[config.mk]
export PLATFORM = sky130hd
export DESIGN_NAME = ipv4_text_validator_unit_flat
export DESIGN_NICKNAME = d
export VERILOG_FILES = /design/src/ipv4v_pkg.sv /design/src/ipv4v_if.sv /design/src/ipv4_text_validator_unit.sv /design/src/flat_wrapper.sv
export VERILOG_INCLUDE_DIRS = /design/src /design/src/src
export SDC_FILE = /design/constraint.sdc
export NUM_CORES = 1
export LEC_CHECK = 0
export BUFFER_PORTS_ARGS = -buffer_cell sky130_fd_sc_hd__buf_4
export CORE_MARGIN = 5
export CORE_UTILIZATION = 56
export DETAILED_ROUTE_END_ITERATION = 12
export HOLD_SLACK_MARGIN = 0.08
export PLACE_DENSITY = 0.8
export RECOVER_POWER = 25
export SYNTH_ARGS = -nofsm -noshare
export SYNTH_HDL_FRONTEND = slang
export SYNTH_SLANG_ARGS = --single-unit
[constraint.sdc]
create_clock -name clk -period 3 [get_ports clk]
set_input_delay 0.45 -clock clk [delete_from_list [all_inputs] [get_ports clk]]
set_output_delay 0.45 -clock clk [all_outputs]
set_load 0.1 [all_outputs]
[src/ipv4_text_validator_unit_defines.svh]
// assertion macros for the ipv4 text validator
// expects signals clk and rst in the scope of each use
`ifndef IPV4_TEXT_VALIDATOR_UNIT_DEFINES_SVH
`define IPV4_TEXT_VALIDATOR_UNIT_DEFINES_SVH

`ifndef NO_ASSERTIONS
// same-cycle implication, disabled in reset
`define IPV4V_ASSERT_NOW(label, ante, cons, msg) \
  label: assert property (@(posedge clk) disable iff (rst) (ante) |-> (cons)) else $error(msg);
// next-cycle implication, disabled in reset
`define IPV4V_ASSERT_NEXT(label, ante, cons, msg) \
  label: assert property (@(posedge clk) disable iff (rst) (ante) |=> (cons)) else $error(msg);
`else
`define IPV4V_ASSERT_NOW(label, ante, cons, msg)
`define IPV4V_ASSERT_NEXT(label, ante, cons, msg)
`endif

`endif

[src/ipv4v_pkg.sv]
// shared types and constants for the ipv4 text validator
// no dependencies
package ipv4v_pkg;

  localparam int unsigned MAX_LENGTH = 15;

  localparam logic [7:0] CH_TERM = 8'h00;
  localparam logic [7:0] CH_ZERO = 8'h30;
  localparam logic [7:0] CH_NINE = 8'h39;
  localparam logic [7:0] CH_DOT  = 8'h2E;

  localparam logic [4:0] CHAR_COUNT_MAX   = 5'd31;
  localparam logic [2:0] COUNT3_MAX       = 3'd7;
  localparam logic [2:0] OCTET_MAX_DIGITS = 3'd3;
  localparam logic [2:0] DOTS_EXPECTED    = 3'd3;
  localparam logic [9:0] OCTET_MAX_VALUE  = 10'd255;
  localparam logic [9:0] OCTET_VALUE_LIM  = 10'd1000;

  typedef enum logic [2:0] {
    ST_VALID     = 3'd0,
    ST_TOO_LONG  = 3'd1,
    ST_BAD_CHAR  = 3'd2,
    ST_DOT_COUNT = 3'd3,
    ST_BAD_OCTET = 3'd4
  } status_t;

endpackage

[src/ipv4v_if.sv]
// handshake channels for the ipv4 text validator: characters in, status out
// depends on nothing
interface ipv4v_char_if;
  logic       valid;
  logic       ready;
  logic [7:0] ch;

  modport source (output valid, output ch, input ready);
  modport sink (input valid, input ch, output ready);
endinterface

interface ipv4v_status_if;
  logic       valid;
  logic       ready;
  logic [2:0] status;

  modport source (output valid, output status, input ready);
  modport sink (input valid, input status, output ready);
endinterface

[src/ipv4_text_validator_unit.sv]
// ipv4 dotted-decimal text validator, top level
// depends on ipv4v_pkg, ipv4v_if.sv and ipv4_text_validator_unit_defines.svh
//
// Takes a text string one character word per cycle on chars and judges it as
// an IPv4 dotted-decimal address. A zero byte ends the string: that word gives
// one status word on result and clears all state, any other byte gives no
// result. Status in priority order: 1 more than MAX_LENGTH characters, 2 a
// byte other than a digit or a dot, 3 not exactly three dots, 4 an octet with
// more than three digits, above 255, or a leading zero with more digits after
// it, otherwise 0. Empty octets pass. Each character passes through an input
// register and updates the counters as it leaves it; the status sits in an
// output register. One character is taken every cycle; a terminator stalls
// only while the previous status has not yet been taken downstream.
`include "ipv4_text_validator_unit_defines.svh"

module ipv4_text_validator_unit (
  input  logic                  clk,
  input  logic                  rst,
  ipv4v_char_if.sink            chars,
  ipv4v_status_if.source        result
);

  // input register
  logic       in_valid;
  logic [7:0] in_ch;

  // string state
  logic [4:0] char_count;
  logic [2:0] dot_count;
  logic [2:0] octet_digits;
  logic [9:0] octet_value;
  logic       leading_zero;
  logic       octet_bad;
  logic       char_bad;

  // output register
  logic                 out_valid;
  ipv4v_pkg::status_t   out_status;

  logic       is_term;
  logic       is_digit;
  logic       is_dot;
  logic       advance;
  logic       octet_fails;
  logic [3:0] digit;
  ipv4v_pkg::status_t status_next;

  assign is_term  = (in_ch == ipv4v_pkg::CH_TERM);
  assign is_digit = (in_ch >= ipv4v_pkg::CH_ZERO) && (in_ch <= ipv4v_pkg::CH_NINE);
  assign is_dot   = (in_ch == ipv4v_pkg::CH_DOT);
  assign digit    = in_ch[3:0];

  // a terminator needs the output register free, any other character moves on
  assign advance = in_valid && (!is_term || !out_valid || result.ready);
  assign chars.ready = !in_valid || advance;

  assign octet_fails = (octet_digits > ipv4v_pkg::OCTET_MAX_DIGITS)
                    || (octet_value > ipv4v_pkg::OCTET_MAX_VALUE)
                    || (leading_zero && (octet_digits != 3'd1));

  // verdict for the terminator, highest priority first
  always_comb begin
    priority if (5'(ipv4v_pkg::MAX_LENGTH) < char_count) begin
      status_next = ipv4v_pkg::ST_TOO_LONG;
    end else if (char_bad) begin
      status_next = ipv4v_pkg::ST_BAD_CHAR;
    end else if (dot_count != ipv4v_pkg::DOTS_EXPECTED) begin
      status_next = ipv4v_pkg::ST_DOT_COUNT;
    end else if (octet_bad || octet_fails) begin
      status_next = ipv4v_pkg::ST_BAD_OCTET;
    end else begin
      status_next = ipv4v_pkg::ST_VALID;
    end
  end

  always_ff @(posedge clk) begin
    if (rst) begin
      in_valid <= 1'b0;
    end else if (chars.ready) begin
      in_valid <= chars.valid;
    end
    if (chars.ready && chars.valid) begin
      in_ch <= chars.ch;
    end
  end

  // counter updates as a character leaves the input register
  always_ff @(posedge clk) begin
    if (rst || (advance && is_term)) begin
      char_count   <= '0;
      dot_count    <= '0;
      octet_digits <= '0;
      octet_value  <= '0;
      leading_zero <= 1'b0;
      octet_bad    <= 1'b0;
      char_bad     <= 1'b0;
    end else if (advance) begin
      if (char_count != ipv4v_pkg::CHAR_COUNT_MAX) begin
        char_count <= char_count + 5'd1;
      end
      if (is_digit) begin
        if ((octet_digits == 3'd0) && (digit == 4'd0)) begin
          leading_zero <= 1'b1;
        end
        // digits past the third leave the value alone
        if (octet_digits < ipv4v_pkg::OCTET_MAX_DIGITS) begin
          octet_value <= 10'(octet_value * 10'd10 + 10'(digit));
        end
        if (octet_digits != ipv4v_pkg::COUNT3_MAX) begin
          octet_digits <= octet_digits + 3'd1;
        end
      end else if (is_dot) begin
        if (dot_count != ipv4v_pkg::COUNT3_MAX) begin
          dot_count <= dot_count + 3'd1;
        end
        if (octet_fails) begin
          octet_bad <= 1'b1;
        end
        octet_digits <= '0;
        octet_value  <= '0;
        leading_zero <= 1'b0;
      end else begin
        char_bad <= 1'b1;
      end
    end
  end

  // status output register
  always_ff @(posedge clk) begin
    if (rst) begin
      out_valid <= 1'b0;
    end else if (advance && is_term) begin
      out_valid <= 1'b1;
    end else if (result.ready) begin
      out_valid <= 1'b0;
    end
    if (advance && is_term) begin
      out_status <= status_next;
    end
  end

  assign result.valid  = out_valid;
  assign result.status = out_status;

  // a new status only ever follows a terminator leaving the input register
  `IPV4V_ASSERT_NEXT(a_status_from_term, !(advance && is_term), !$rose(out_valid) || $past(rst), "status raised without a terminator")
  // the character and dot counts and the error flags are clear after a terminator
  `IPV4V_ASSERT_NEXT(a_clear_after_term, advance && is_term, (char_count == 5'd0) && (dot_count == 3'd0) && !char_bad && !octet_bad, "state not cleared after terminator")
  // the octet value keeps to three decimal digits
  `IPV4V_ASSERT_NOW(a_octet_range, 1'b1, octet_value < ipv4v_pkg::OCTET_VALUE_LIM, "octet value out of range")
  // a terminator never overwrites a status still waiting downstream
  `IPV4V_ASSERT_NOW(a_no_overwrite, advance && is_term && out_valid, result.ready, "pending status overwritten")

endmodule
[src/flat_wrapper.sv]
// flat-port wrapper written by rule: the top's interface ports become plain ports
module ipv4_text_validator_unit_flat 
  (clk, rst, chars_valid, chars_ch, chars_ready, result_valid, result_status, result_ready);
  ipv4v_char_if chars_i ();
  ipv4v_status_if result_i ();
  input  logic clk;
  input  logic rst;
  input wire logic [$bits(chars_i.valid)-1:0] chars_valid;
  input wire logic [$bits(chars_i.ch)-1:0] chars_ch;
  output wire logic [$bits(chars_i.ready)-1:0] chars_ready;
  output wire logic [$bits(result_i.valid)-1:0] result_valid;
  output wire logic [$bits(result_i.status)-1:0] result_status;
  input wire logic [$bits(result_i.ready)-1:0] result_ready;
  assign chars_i.valid = chars_valid;
  assign chars_i.ch = chars_ch;
  assign chars_ready = chars_i.ready;
  assign result_valid = result_i.valid;
  assign result_status = result_i.status;
  assign result_i.ready = result_ready;
  ipv4_text_validator_unit u_core (.clk(clk), .rst(rst), .chars(chars_i), .result(result_i));
endmodule
== Word level (Yosys, flattened, before mapping) ==
Cells that the tools add are included.

* Add/subtract/negate cells: 4
* $mul: 1
* Order comparisons: 6
* Eq/ne operators: 9
* Mux-type cells: 14
* Bitwise gates (word level): 2
* Reduce and logical (&&, ||, !) cells: 29

{| class="wikitable"
|+ Operators by type and width
! kind !! number
|-
| $mux 10 || 3
|-
| $mux 3 || 4
|-
| $reduce_and 3->1 || 4
|-
| $add 10x4->10 || 1
|-
| $gt 10x8->1 const B || 1
|-
| $mul 10x3->9 const B || 1
|-
| $eq 8x6->1 const B || 1
|-
| $ge 8x6->1 const B || 1
|-
| $le 8x6->1 const B || 1
|-
| $logic_not 8->1 || 1
|-
| $reduce_and 4->1 || 2
|-
| $logic_or 1x1->1 || 7
|-
| $add 3x1->3 const B || 2
|-
| $logic_and 1x1->1 || 6
|-
| $ne 2x2->1 const B || 3
|-
| $ne 3x3->1 const B || 2
|-
| $add 5x1->5 const B || 1
|-
| $lt 4x5->1 const A || 1
|-
| $mux 1 || 5
|-
| $ne 5x5->1 const B || 1
|-
| $logic_not 4->1 || 1
|-
| $mux 2 || 2
|-
| $reduce_bool 2->1 || 2
|-
| $gt 3x2->1 const B || 1
|-
| 8 further kinds || 11
|}

* Bits in registers: 37
* Bits of input ports: 12
* Output and inout port bits: 5
* Logic and storage cells: 77

== Longest topological paths before layout ==
* Depth after elaboration: 7
* Depth in mapped cells: 9
* Depth with buffers taken out: 9

== Worst setup path after synthesis ==
OpenSTA, ideal clock, no wires.

* Kind: flip-flop to flip-flop
* From: register u_core.out_valid (netlist: u_core.result.valid)
* To: register u_core.in_ch[0], enable pin
* Setup time: 0.283 ns
* Arrival time: 2.793 ns
* Data required time: 2.717 ns
* Slack: -0.076 ns
* Cell stages (with the launch flop): 4
* Buffers on the path: 0
* Clock period less this slack: 3.076 ns
* Path through: dfxtp_1 nor2b_1 nand4_1 and2_1

* Longest elaborated chain between the ends: 6

{| class="wikitable"
|+ Ends and longest elaborated chain
! element !! RTL line !! source
|-
| start: declaration || ipv4_text_validator_unit.sv:37 || <nowiki>logic out_valid;</nowiki>
|-
| start signal: assignment || ipv4_text_validator_unit.sv:131 || <nowiki>out_valid <= 1'b0;</nowiki>
|-
| start signal: assignment || ipv4_text_validator_unit.sv:133 || <nowiki>out_valid <= 1'b1;</nowiki>
|-
| start signal: assignment || ipv4_text_validator_unit.sv:135 || <nowiki>out_valid <= 1'b0;</nowiki>
|-
| $logic_not 1->1 || ipv4_text_validator_unit.sv:54 || <nowiki>assign advance = in_valid && (!is_term || !out_valid || result.ready);</nowiki>
|-
| $logic_or 1x1->1 (2 in a row) || ipv4_text_validator_unit.sv:54 ||
|-
| $logic_and 1x1->1 || ipv4_text_validator_unit.sv:54 ||
|-
| $logic_or 1x1->1 || ipv4_text_validator_unit.sv:55 || <nowiki>assign chars.ready = !in_valid || advance;</nowiki>
|-
| named net chars_ready || flat_wrapper.sv:10 || <nowiki>output wire logic [$bits(chars_i.ready)-1:0] chars_ready;</nowiki>
|-
| $logic_and 1x1->1 || ipv4_text_validator_unit.sv:82 || <nowiki>if (chars.ready && chars.valid) begin</nowiki>
|-
| end signal: assignment || ipv4_text_validator_unit.sv:83 || <nowiki>in_ch <= chars.ch;</nowiki>
|-
| end: declaration || ipv4_text_validator_unit.sv:25 || <nowiki>logic [7:0] in_ch;</nowiki>
|}

The timed path passes the listed nets, and every way through them passes these cells.
A chain may end at the register's enable or synchronous reset.

== Worst setup path in the final report ==
* From: register u_core.octet_value[1]
* To: register u_core.octet_value[9]

* Longest elaborated chain between the ends: 4

{| class="wikitable"
|+ Ends and longest elaborated chain
! element !! RTL line !! source
|-
| start: declaration || ipv4_text_validator_unit.sv:31 || <nowiki>logic [9:0] octet_value;</nowiki>
|-
| start signal: assignment || ipv4_text_validator_unit.sv:107 || <nowiki>octet_value <= 10'(octet_value * 10'd10 + 10'(digit));</nowiki>
|-
| $mul 10x3->9 || ipv4_text_validator_unit.sv:107 ||
|-
| $add 10x4->10 || ipv4_text_validator_unit.sv:107 ||
|-
| $mux 10 || ipv4_text_validator_unit.sv:106 || <nowiki>if (octet_digits < ipv4v_pkg::OCTET_MAX_DIGITS) begin</nowiki>
|-
| $mux 10 || ipv4_text_validator_unit.sv:101 || <nowiki>if (is_digit) begin</nowiki>
|}

No other way between the ends. The select of a mux whose other input is x is not followed.

==> results.cfg <==
[power]
power_frac_seq = 0.535
ir_worst_vdd_mv = 0.454
totalPowerFinal_w = 0.00101
p_per_area_nw_per_um2 = 433
swShare = 0.209
clock_power_share = 0.416
p_int_w = 0.000799
p_leak_nw = 0.943
comb_power_share = 0.050
p_sw_w = 0.000211

[floorplanning]
die_h_um = 70.6
fp.coreArea_sq_um = 3610
dieArea_sq_um = 4980
die_width_um = 70.6
ios = 17
initial_core_util = 0.569
rows = 22

[critical_path]
startpoint_type = register
cp_common_cell = ha_1
path_delay_family = adder cells
crit_slowest_cell = fa_1
crit_chain = ha_1 > ha_1 > fa_1 > a211oi_2 > o22ai_1 > and4bb_1 > xnor3_1 > a22oi_1 > nor2_1
slowest_delay_ns = 0.44
worst-setup-path-type = reg2reg
critPathRequiredTime_ns = 3.15
end_kind = register
arrival_ns = 2.91
worstPathBufferInverterCount = 0
crit_fanout = 4

[global_route]
antenna_found_initial = 0
grt_pass1_vias = 1490
overflow = 0
grt_pass1_wl_um = 6380
met1_usage = 0.201
grt_util_met3 = 0.0398
top_usage_layer = met2
grt_use_total = 0.156
use_met2 = 0.263
grt_max_degree = 17

[cells_and_area]
nFillCells = 296
final_cell_mix = 27 x nor2_1, 25 x dfxtp_1, 24 x ha_1, 13 x a21oi_1
fin_util = 0.646
n_antenna_cell = 0
fin_nets = 264
final_common_cell = nor2_1
syn_to_final_growth_pct = 13.5
drive_above_1_share = 0.128

[clocking]
ctsHtreeMaxLevel = 2
cts_setup_buffers = 0
root_buffer = clkbuf_8
cts_tree = yes
clk_pin_slew_ns = 0.07
clk_latency_ns = 0.29
cts_hold_buf = 0
post_cts_resized = 0
clock_sinks = 37
clk_path_buf_depth = 2
cts_buffers = 5

[synth]
async_reset_ff_frac = 0
syn_inst = 206
yosys_warnings = 0
ys_ff_latch = 37
ys.flop_type = dfxtp_1
ys_types = 42
syn_nets = 244
synth_edf_count = 11
syn_avg_cell_area_sq_um = 9.97
syn_area_sq_um = 2050
yosysSeqAreaShare = 0.414

[detailed_routing]
vias = 1546
postRouteAntennaNets = 0
firstDrtPassIters = 4
drt_iter0_drc = 77
viasPerCell = 5.62
wire_per_inst_um = 13.5
wl_um = 3710
route.detailed.drc = 0

[sta]
max_freq_mhz = 362
worst_pin_slew_ns = 1.17
whs_ns = 0.354
drv_slew = 0
slew_headroom = 0.225
skew_ns = 0.00803
post-route-min-period_ns = 2.76
fin_setup_tns_ns = 0
finalSetupViolCount = 0
final-hold-violation-count = 0
post-route-period-util = 0.921
rsz0062_at_grt = false

[place]
place_congestion = 0.858
port-buffer-count = 16
dp_hpwl_um = 2830

[job]
maxCapViolations = 0

[worst_hold_path]
hold_class = in2reg

[outcome]
status = finished, final reports clean
worst paths after layout:
check                          end  depth (start not counted)             startpoint  slack [ns]
max          u_core.octet_value[9]                          9  u_core.octet_value[1]        0.24
min                u_core.in_valid                          2                    rst        0.35
max reg2reg  u_core.octet_value[9]                          9  u_core.octet_value[1]        0.24
min reg2reg  u_core.octet_value[0]                          2  u_core.octet_value[0]        0.49
metrics by stage:
step	cells	area [sq um]	setup slack, ns
after floorplan	206	2050	0.259
after global placement	267	2220	0.250
after detailed placement	267	2220	0.176
after CTS	275	2340	0.157
after global routing	275	2330	0.0432
final	275	2330	0.237
logic make-up (layout without fill, tap and decap cells):
family | count (synthesis) | count (layout) | share of synthesized area
muxes | 1 | 1 | 0.00488
DFF | 37 | 37 | 0.414
adders and majority gates | 26 | 26 | 0.166
and+or+nand+nor | 67 | 67 | 0.171
AOI/OAI and AO/OA | 46 | 46 | 0.146
buffers and inverters | 15 | 36 | 0.0286
xor gates and xnor gates | 14 | 14 | 0.0701
synth_stat cells (all sizes together), types with 2 or more instances:
| master | n | area share |
|---|---|---|
| a211oi | 4 | 0.019 |
| a21oi | 13 | 0.032 |
| a22oi | 7 | 0.026 |
| and3 | 2 | 0.0061 |
| buf | 2 | 0.0049 |
| clkbuf | 2 | 0.0037 |
| dfxtp | 26 | 0.25 |
| edfxtp | 11 | 0.16 |
| fa | 2 | 0.020 |
| ha | 24 | 0.15 |
| inv | 11 | 0.020 |
| nand2 | 9 | 0.016 |
| nand2b | 4 | 0.012 |
| nand4 | 7 | 0.021 |
| nor2 | 27 | 0.049 |
| nor2b | 3 | 0.0091 |
| nor3 | 3 | 0.0073 |
| nor4 | 5 | 0.021 |
| o21ai | 10 | 0.024 |
| o21bai | 4 | 0.015 |
| o22ai | 2 | 0.0061 |
| xnor2 | 9 | 0.038 |
| xor2 | 4 | 0.021 |
state kept, by name, indices dropped and copies added (netlist names):
signal and flops:
u_core.octet_digits 3, u_core.leading_zero 1, u_core.in_ch 8, u_core.octet_bad 1, u_core.char_bad 1, u_core.char_count 5
u_core.result.valid 1, u_core.octet_value 10, u_core.result.status 3, u_core.dot_count 3, u_core.in_valid 1
per-layer routing:
metal | vias up | wire length, um
met2 | 39 | 1770
met3 | 4 | 171
met1 | 717 | 1720
met4 | 0 | 38
met5 | - | 0
li1 | 786 | -
power by group through the flow:
stage / combinational [W] / clock, W / sequential, W
2_1_floorplan: 0.0000302 / 0 / 0.000548
5_1_grt: 0.0000556 / 0.000457 / 0.000540
4_1_cts: 0.0000510 / 0.000428 / 0.000539
6_report: 0.0000501 / 0.000420 / 0.000540
3_3_place_gp: 0.0000487 / 0 / 0.000550
3_5_place_dp: 0.0000503 / 0 / 0.000551
cell type report:
class	count	area [sq um]	share of cell area
clock buffer	6	72.6	0.0311
clock inverter	2	38.8	0.0166
tap	48	60.1	0.0258
timing repair buffer	17	116	0.0499
inverter	11	41.3	0.0177
multi-input combinational	154	1150	0.493
sequential	37	852	0.366
No activity file was read; power rests on OpenSTA's default activity.
